[src/hw/rtl/rid_pkg.sv]
package rid_pkg;

   localparam int POINTS      = 64;
   localparam int SAMPLE_BITS = 16;

   localparam int IN_BITS   = 16;
   localparam int BIN_BITS  = 6;
   localparam int OUT_BITS  = 39;
   localparam int TW_BITS   = 16;
   localparam int IDX_BITS  = (POINTS > 1) ? $clog2(POINTS) : 1;
   localparam int PROD_BITS = SAMPLE_BITS + TW_BITS;
   localparam int ACC_BITS  = PROD_BITS + IDX_BITS;
   localparam int SAT_BITS  = (ACC_BITS > OUT_BITS) ? ACC_BITS : OUT_BITS;

   localparam logic [63:0] HALF_PI_Q30 = 64'd1686629713;
   localparam logic [63:0] ONE_Q30     = 64'd1 << 30;

   localparam logic signed [SAT_BITS-1:0] SAT_HI =
      {{(SAT_BITS-OUT_BITS+1){1'b0}}, {(OUT_BITS-1){1'b1}}};
   localparam logic signed [SAT_BITS-1:0] SAT_LO =
      {{(SAT_BITS-OUT_BITS+1){1'b1}}, {(OUT_BITS-1){1'b0}}};

   typedef logic [POINTS-1:0][TW_BITS-1:0] twiddle_table_type;

   typedef struct packed {
      logic load;
      logic scan_clear;
      logic issue;
   } rid_cmd_type;

   typedef struct packed {
      logic load_last;
      logic scan_last;
   } rid_status_type;

   // unsigned shift-and-subtract quotient
   function automatic logic [63:0] udiv64(logic [63:0] num, logic [63:0] den);
      logic [63:0] quo;
      logic [64:0] rem;
      quo = '0;
      rem = '0;
      for (int b = 63; b >= 0; b--) begin
         rem = {rem[63:0], num[b]};
         if (rem >= {1'b0, den}) begin
            rem    = rem - {1'b0, den};
            quo[b] = 1'b1;
         end
      end
      return quo;
   endfunction

   // first-quadrant sine (odd) or cosine, Q2.30 in and out
   function automatic logic [63:0] series_q30(logic [63:0] a, bit odd);
      logic [63:0] term;
      logic [63:0] acc;
      logic [63:0] n;
      bit          add;
      term = odd ? a : ONE_Q30;
      acc  = term;
      n    = odd ? 64'd1 : 64'd0;
      add  = 1'b0;
      for (int i = 0; i < 10; i++) begin
         term = udiv64((term * a) >> 30, n + 64'd1);
         term = udiv64((term * a) >> 30, n + 64'd2);
         n    = n + 64'd2;
         if (add) begin
            acc = acc + term;
         end else begin
            acc = (acc > term) ? acc - term : 64'd0;
         end
         add = !add;
      end
      return acc;
   endfunction

   function automatic logic [TW_BITS-1:0] to_q15(logic [63:0] mag, bit neg);
      logic [63:0] m;
      m = (mag + (64'd1 << 14)) >> 15;
      if (neg) begin
         return TW_BITS'(64'd0 - m);
      end
      return (m > 64'd32767) ? TW_BITS'(32767) : TW_BITS'(m);
   endfunction

   function automatic twiddle_table_type build_table(bit want_sin);
      twiddle_table_type t;
      logic [63:0]       q4;
      logic [1:0]        quad;
      logic [63:0]       r;
      logic [63:0]       a;
      logic [63:0]       c;
      logic [63:0]       s;
      logic [TW_BITS-1:0] cv;
      logic [TW_BITS-1:0] sv;
      t = '0;
      for (int m = 0; m < POINTS; m++) begin
         q4   = 64'(4 * m);
         quad = 2'(q4 / POINTS);
         r    = q4 % POINTS;
         a    = (HALF_PI_Q30 * r) / POINTS;
         c    = series_q30(a, 1'b0);
         s    = series_q30(a, 1'b1);
         case (quad)
            2'd0: begin
               cv = to_q15(c, 1'b0);
               sv = to_q15(s, 1'b0);
            end
            2'd1: begin
               cv = to_q15(s, 1'b1);
               sv = to_q15(c, 1'b0);
            end
            2'd2: begin
               cv = to_q15(c, 1'b1);
               sv = to_q15(s, 1'b1);
            end
            default: begin
               cv = to_q15(s, 1'b0);
               sv = to_q15(c, 1'b1);
            end
         endcase
         t[m] = want_sin ? sv : cv;
      end
      return t;
   endfunction

   localparam twiddle_table_type COS_TABLE = build_table(1'b0);
   localparam twiddle_table_type SIN_TABLE = build_table(1'b1);

   function automatic logic signed [SAMPLE_BITS-1:0] take_sample(logic [IN_BITS-1:0] x);
      logic [SAMPLE_BITS-1:0] raw;
      raw = '0;
      for (int i = 0; i < SAMPLE_BITS && i < IN_BITS; i++) begin
         raw[i] = x[i];
      end
      return $signed(raw);
   endfunction

   function automatic logic [OUT_BITS-1:0] saturate(logic signed [ACC_BITS-1:0] v);
      logic signed [SAT_BITS-1:0] w;
      w = SAT_BITS'(v);
      if (w > SAT_HI) begin
         w = SAT_HI;
      end else if (w < SAT_LO) begin
         w = SAT_LO;
      end
      return w[OUT_BITS-1:0];
   endfunction

endpackage

[src/hw/rtl/rid_controller.sv]
module rid_controller
   import rid_pkg::*;
(
   input  logic           clock,
   input  logic           reset,
   input  logic           start,
   input  rid_status_type status,
   output rid_cmd_type    cmd,
   output logic           busy
);

   typedef enum logic [1:0] {
      ST_IDLE = 2'b01,
      ST_SCAN = 2'b10
   } ctrl_state_type;

   ctrl_state_type state_ff;
   ctrl_state_type state_in;

   always_comb begin
      state_in       = state_ff;
      cmd.load       = 1'b0;
      cmd.scan_clear = 1'b0;
      cmd.issue      = 1'b0;
      busy           = 1'b0;
      unique case (state_ff)
         ST_IDLE: begin
            if (start) begin
               cmd.load = 1'b1;
               if (status.load_last) begin
                  cmd.scan_clear = 1'b1;
                  state_in       = ST_SCAN;
               end
            end
         end
         ST_SCAN: begin
            busy      = 1'b1;
            cmd.issue = 1'b1;
            if (status.scan_last) begin
               state_in = ST_IDLE;
            end
         end
         default: begin
            busy     = 1'b1;
            state_in = ST_IDLE;
         end
      endcase
   end

   always_ff @(posedge clock) begin
      if (reset) begin
         state_ff <= ST_IDLE;
      end else begin
         state_ff <= state_in;
      end
   end

endmodule

[src/hw/rtl/rid_datapath.sv]
module rid_datapath
   import rid_pkg::*;
(
   input  logic                       clock,
   input  logic                       reset,
   input  rid_cmd_type                cmd,
   input  logic [IN_BITS-1:0]         sample,
   output rid_status_type             status,
   output logic                       out_valid,
   output logic [BIN_BITS-1:0]        out_bin,
   output logic signed [OUT_BITS-1:0] out_real,
   output logic signed [OUT_BITS-1:0] out_imag,
   output logic                       out_last
);

   localparam logic [IDX_BITS-1:0] LAST_IDX = IDX_BITS'(POINTS - 1);

   logic signed [SAMPLE_BITS-1:0] mem [POINTS];

   logic [IDX_BITS-1:0] load_cnt_ff, load_cnt_in;
   logic [IDX_BITS-1:0] n_ff, n_in;
   logic [IDX_BITS-1:0] k_ff, k_in;
   logic [IDX_BITS-1:0] idx_ff, idx_in;
   logic [IDX_BITS:0]   idx_sum;

   // stage 1: operands fetched
   logic                          v1_ff, first1_ff, last1_ff;
   logic [IDX_BITS-1:0]           k1_ff;
   logic signed [SAMPLE_BITS-1:0] rd_ff;
   logic signed [TW_BITS-1:0]     cos1_ff, sin1_ff;

   // stage 2: products
   logic                        v2_ff, first2_ff, last2_ff;
   logic [IDX_BITS-1:0]         k2_ff;
   logic signed [PROD_BITS-1:0] pre_ff, pim_ff;

   // stage 3: accumulators
   logic                       v3_ff;
   logic [IDX_BITS-1:0]        k3_ff;
   logic signed [ACC_BITS-1:0] re_acc_ff, im_acc_ff;
   logic signed [ACC_BITS-1:0] re_base, im_base;

   assign status.load_last = (load_cnt_ff == LAST_IDX);
   assign status.scan_last = (n_ff == LAST_IDX) && (k_ff == LAST_IDX);

   assign idx_sum = {1'b0, idx_ff} + {1'b0, k_ff};

   always_comb begin
      load_cnt_in = load_cnt_ff;
      if (cmd.load) begin
         load_cnt_in = status.load_last ? '0 : load_cnt_ff + 1'b1;
      end
   end

   always_comb begin
      n_in   = n_ff;
      k_in   = k_ff;
      idx_in = idx_ff;
      if (cmd.scan_clear) begin
         n_in   = '0;
         k_in   = '0;
         idx_in = '0;
      end else if (cmd.issue) begin
         if (n_ff == LAST_IDX) begin
            n_in   = '0;
            idx_in = '0;
            k_in   = k_ff + 1'b1;
         end else begin
            n_in = n_ff + 1'b1;
            if (idx_sum >= (IDX_BITS+1)'(POINTS)) begin
               idx_in = IDX_BITS'(idx_sum - (IDX_BITS+1)'(POINTS));
            end else begin
               idx_in = idx_sum[IDX_BITS-1:0];
            end
         end
      end
   end

   always_ff @(posedge clock) begin
      if (cmd.load) begin
         mem[load_cnt_ff] <= take_sample(sample);
      end
      rd_ff <= mem[n_ff];
   end

   always_ff @(posedge clock) begin
      if (reset) begin
         load_cnt_ff <= '0;
         n_ff        <= '0;
         k_ff        <= '0;
         idx_ff      <= '0;
         v1_ff       <= 1'b0;
         v2_ff       <= 1'b0;
         v3_ff       <= 1'b0;
      end else begin
         load_cnt_ff <= load_cnt_in;
         n_ff        <= n_in;
         k_ff        <= k_in;
         idx_ff      <= idx_in;
         v1_ff       <= cmd.issue;
         v2_ff       <= v1_ff;
         v3_ff       <= v2_ff && last2_ff;
      end
   end

   assign re_base = first2_ff ? '0 : re_acc_ff;
   assign im_base = first2_ff ? '0 : im_acc_ff;

   always_ff @(posedge clock) begin
      first1_ff <= (n_ff == '0);
      last1_ff  <= (n_ff == LAST_IDX);
      k1_ff     <= k_ff;
      cos1_ff   <= $signed(COS_TABLE[idx_ff]);
      sin1_ff   <= $signed(SIN_TABLE[idx_ff]);

      first2_ff <= first1_ff;
      last2_ff  <= last1_ff;
      k2_ff     <= k1_ff;
      pre_ff    <= rd_ff * cos1_ff;
      pim_ff    <= rd_ff * sin1_ff;

      if (v2_ff) begin
         re_acc_ff <= re_base + ACC_BITS'(pre_ff);
         im_acc_ff <= im_base - ACC_BITS'(pim_ff);
         k3_ff     <= k2_ff;
      end
   end

   assign out_valid = v3_ff;
   assign out_bin   = BIN_BITS'(k3_ff);
   assign out_real  = $signed(saturate(re_acc_ff));
   assign out_imag  = $signed(saturate(im_acc_ff));
   assign out_last  = (k3_ff == LAST_IDX);

endmodule

[src/hw/rtl/real_input_dft.sv]
// Direct DFT of POINTS real samples. While busy is low one sample is taken per
// cycle that start is high. The POINTS-th sample of a block raises busy for
// the scan over every bin and sample, one complex multiply-accumulate per
// cycle through a single pair of multipliers and a sample memory with one
// read port. Bin k appears on the rsp_ ports for one cycle with rsp_valid
// high, one bin at a time in ascending order; the last bin, flagged by
// rsp_last_bin, arrives after busy falls, once its final product has passed
// the fetch, product and accumulate registers. Results cannot be held off:
// the receiver must take each one in the cycle it is shown.
module real_input_dft
   import rid_pkg::*;
(
   input  logic                       clock,
   input  logic                       reset,
   input  logic                       start,
   output logic                       busy,
   input  logic [IN_BITS-1:0]         req_sample,
   output logic                       rsp_valid,
   output logic [BIN_BITS-1:0]        rsp_bin_index,
   output logic signed [OUT_BITS-1:0] rsp_real_part,
   output logic signed [OUT_BITS-1:0] rsp_imag_part,
   output logic                       rsp_last_bin
);

   rid_cmd_type    cmd;
   rid_status_type status;

   rid_controller u_ctrl (
      .clock  (clock),
      .reset  (reset),
      .start  (start),
      .status (status),
      .cmd    (cmd),
      .busy   (busy)
   );

   rid_datapath u_dp (
      .clock     (clock),
      .reset     (reset),
      .cmd       (cmd),
      .sample    (req_sample),
      .status    (status),
      .out_valid (rsp_valid),
      .out_bin   (rsp_bin_index),
      .out_real  (rsp_real_part),
      .out_imag  (rsp_imag_part),
      .out_last  (rsp_last_bin)
   );

   a_busy_after_request: assert property (@(posedge clock) disable iff (reset)
      $rose(busy) |-> $past(start && !busy))
      else $error("busy rose without an accepted request");

   a_bins_while_busy: assert property (@(posedge clock) disable iff (reset)
      rsp_valid && !rsp_last_bin |-> busy)
      else $error("intermediate bin outside the scan");

   a_gap_after_last: assert property (@(posedge clock) disable iff (reset)
      rsp_valid && rsp_last_bin |=> !rsp_valid && !busy)
      else $error("result or scan straight after the last bin");

endmodule
[config.mk]
export PLATFORM = sky130hd
export DESIGN_NAME = real_input_dft
export DESIGN_NICKNAME = d
export VERILOG_FILES = /design/src/hw/rtl/rid_pkg.sv /design/src/hw/rtl/rid_controller.sv /design/src/hw/rtl/rid_datapath.sv /design/src/hw/rtl/real_input_dft.sv
export SDC_FILE = /design/constraint.sdc
export NUM_CORES = 2
export LEC_CHECK = 0
export CELL_PAD_IN_SITES_DETAIL_PLACEMENT = 0
export CELL_PAD_IN_SITES_GLOBAL_PLACEMENT = 2
export CORE_MARGIN = 4
export CORE_UTILIZATION = 45
export CTS_CLUSTER_DIAMETER = 100
export DETAILED_ROUTE_END_ITERATION = 7
export DONT_BUFFER_PORTS = 1
export PLACE_DENSITY = 0.88
export SETUP_SLACK_MARGIN = 0.1
export SLEW_MARGIN = 10
export SYNTH_ARGS = -nofsm -noshare
export SYNTH_HDL_FRONTEND = slang
export SYNTH_SLANG_ARGS = --single-unit
[constraint.sdc]
create_clock -name clock -period 12.8 [get_ports clock]
set_input_delay 0 -clock clock [delete_from_list [all_inputs] [get_ports clock]]
set_output_delay 0 -clock clock [all_outputs]
set_load 0.02 [all_outputs]
==> flow_summary_export.csv <==
group,metric,value,unit
synth,post-synth-top-count-cell,"edfxtp_1",
synth,synthArstFlopShare,0,%
synth,synth_top_area_share,46.5,%
floorplanning,die_x,406,um
route,wl,172000,um
grt,grt_pass1_vias,42500,
synth,synth_seq_cells,1263,
pwr,p_clk_share,22.8,%
timing,finalCritPeriodShare,58.2,%
clock_network,cts_resized,0,
pwr,ir_drop,0.812,mV
route,vias_per_cell,5.57,
synth,synthCells,5070,
timing,setup_viol_count_final,0,
pwr,finalPower,0.0178,W
clock_network,cts_root_buffer,"clkbuf_16",
pwr,combPwrFrac,50.3,%
route,drc,0,
route,num_vias,40100,
layout,drive_above_1_share,13.7,%
floorplanning,die_area,0.165,mm^2
synth,synth_area,0.0714,mm^2
pwr,switching_share,37.1,%
route,drt_pass1_iterations,5,
synth,synth_cell_types,71,
worst_setup_path,crit_family,"adder cells",
clock_network,tritoncts,"built",
route,drt_iter0_drc,3706,
status,status,"completed",
placed_design,dp_hpwl,106000,um
timing,fmax,0.134,GHz
grt,antenna_found_initial,11,
layout,area_growth,10.4,%
clock_network,clock_sinks,1263,
placed_design,io_buffer_count,0,
clock_network,holdBufCountCts,34,
worst_setup_path,critical_path.most_common_cell,"fa_1",
worst_setup_path,path_cells,"buf_4, nand2_1, inv_1, fa_1, fa_1, fa_1, fa_1, fa_1, inv_1, fa_1, inv_1, ha_1, and3_1, nand2_1, or4_1, a21oi_2, or4_4, a41o_1, o41a_1, a21o_1, a21oi_2, xnor2_1",
layout,fin_nets,5833,
pwr,p_int,0.0112,W
pwr,p_seq_share,26.9,%
synth,synth-seq-area-share,50.9,%
pwr,p_leak,30.1,nW
timing,finalClockSkew,59.7,ps
synth,synth_area_leaders,"edfxtp_1, fa_1, mux4_2, ha_1, dfxtp_1",
route,wl_per_cell,23.9,um
grt,grt_max_degree,158,
worst_setup_path,cp.required,13460,ps
timing,fin_tns_setup,0,ps
layout,nFillCells,13000,
clock_network,clk_pin_slew,70,ps
worst_setup_path,crit_fanout,17,
worst_setup_path,crit_start,"u_dp.rd_ff[15]",
floorplanning,coreArea,0.157,mm^2
timing,period_needed,7440,ps
min_path,min_path_type,"primary input to register",
min_path,hold_start,"reset",
timing,tightest_slew,1190,ps
timing,rsz0062_at_grt,"false",
synth,ys.flop_type,"edfxtp_1",
synth,synth_common_cells,"edfxtp_1, inv_1, fa_1",
worst_setup_path,end_kind,"register",
synth,synth.avg_cell_area,14.1,um^2
worst_setup_path,cpPeakStageDelay,830,ps
worst_setup_path,r2r-start,"u_dp.rd_ff[15]",
floorplanning,rows,145,
clock_network,cts_buffers,134,
worst_setup_path,crit_type,"register to register",
timing,max-slew-margin-rel,20.4,%
grt,grt_overflow,0,
clock_network,cts_max_path_buffers,3,
timing,slew_violations,0,
timing,hold_viol,0,
clock_network,cts_htree_levels,4,
floorplanning,fp.dieH,406,um
placed_design,routabilityCongestion,0.849,
floorplanning,initial_utilization,45.5,%
synth,synth_nets,5871,
worst_setup_path,crit_slowest_cell,"dfxtp_1",
route,postRouteAntennaNets,0,
pwr,powerDensity,226,mW/mm^2
grt,grt_pass1_wl,264000,um
worst_setup_path,cp_num_buf_inv,4,
grt,grt_usage,21.4,%
worst_setup_path,crit_path_start_kind,"register",
flow_run,cap_viol_max_count,0,
clock_network,clkLatencyLatePin,790,ps
worst_setup_path,arrival,8110,ps
pwr,p_sw,0.00660,W
synth,synth_top_area_cell,"edfxtp_1",
clock_network,postCtsSetupBuffers,0,
synth,synth-edff-count,1106,
synth,ys_warn_count,0,
floorplanning,ios,106,
[logic make-up (layout without fill, tap and decap cells)]
logic type,count (synthesis),in the layout,share of synthesized area (%)
xor gates and xnor gates,151,151,1.85
muxes,366,366,11.2
other,0,5,0
DFF,1263,1263,50.9
AOI/OAI and AO/OA,477,477,4.25
and+or+nand+nor,1057,1057,7.35
adders and majority gates,782,782,19.3
buffers and inverters,974,1041,5.15
[worst reg2reg max path: stages (launching register included)]
cell and delay [ps]:
dfxtp_1 830, buf_4 350, nand2_1 130, inv_1 170, fa_1 550, fa_1 830
fa_1 510, fa_1 510, fa_1 490, inv_1 50, fa_1 470, inv_1 40
ha_1 320, and3_1 240, nand2_1 100, or4_1 130, a21oi_2 50, or4_4 520
a41o_1 270, o41a_1 340, a21o_1 200, a21oi_2 140, xnor2_1 120
[per-stage QoR]
step                cell area, um^2  util (%)  hold WS (ps)  cells  worst slack [ps]
floorplan                     71400         -          71.5   5070              6340
global placement              73600      46.9          75.9   6920              5480
detailed placement            73600      46.9          78.1   6920              5410
CTS                           78800      50.2          69.4   7195              5370
global route                  78800      50.2           158   7197              5010
finish                        78800      50.2           116   7200              5360
[layer usage]
| metal | GRT usage [%] | up-vias | wire length [um] |
|---|---|---|---|
| met4 | 7.41 | 8 | 5850 |
| met5 | 0 | - | 112 |
| met1 | 27.4 | 20800 | 66900 |
| li1 | - | 17600 | - |
| met2 | 35.9 | 1463 | 86100 |
| met3 | 4.76 | 303 | 13300 |
[placed cells by master (no fill, tap or decap), types with 80 or more instances in the layout]
master,n
edfxtp_1,1106
inv_1,675
fa_1,527
mux4_2,347
nand2_1,340
ha_1,255
and2_1,252
nor2_1,182
a21oi_1,162
dfxtp_1,149
clkbuf_16,138
xnor2_1,103
nor2b_1,101
buf_4,88
o21ai_0,80
[power by group through the flow]
stage / Clock [W] / Combinational [W] / Sequential [W]
floorplan: 0 / 0.00718 / 0.00485
global placement: 0 / 0.00903 / 0.00487
detailed placement: 0 / 0.00903 / 0.00487
CTS: 0.00414 / 0.00915 / 0.00478
global route: 0.00432 / 0.0104 / 0.00478
finish: 0.00405 / 0.00896 / 0.00478
[sequential cells by signal, indices dropped and copies added, names as in the netlist, 6 cells and up]
signal            count
u_dp.pim_ff          32
u_dp.k2_ff            6
u_dp.im_acc_ff       38
u_dp.n_ff             6
u_dp.k_ff             6
u_dp.mem           1024
u_dp.load_cnt_ff      6
u_dp.idx_ff           6
u_dp.k1_ff            6
u_dp.out_bin          6
u_dp.cos1_ff         16
u_dp.re_acc_ff       38
u_dp.rd_ff           16
u_dp.sin1_ff         16
u_dp.pre_ff          32
[worst paths after layout]
kind,endpoint,slack (ps),cells after the start
setup reg to reg,u_dp.pre_ff[31],5360,22
setup / recovery,u_dp.pre_ff[31],5360,22
hold reg to reg,u_dp.first2_ff,320,0
hold / removal,u_dp.n_ff[1],120,2
[cell type report]
class	instances	area [um^2]	share of cell area, %
inverter	676	2540	3.22
sequential	1263	36400	46.2
antenna	5	12.5	0.0159
timing repair buffer	124	1320	1.68
clock inverter	71	993	1.26
multi-input combinational	2833	31400	39.8
clock buffer	170	3620	4.60
tap	2058	2570	3.27
Note: power is estimated with default switching activity, not from simulation.
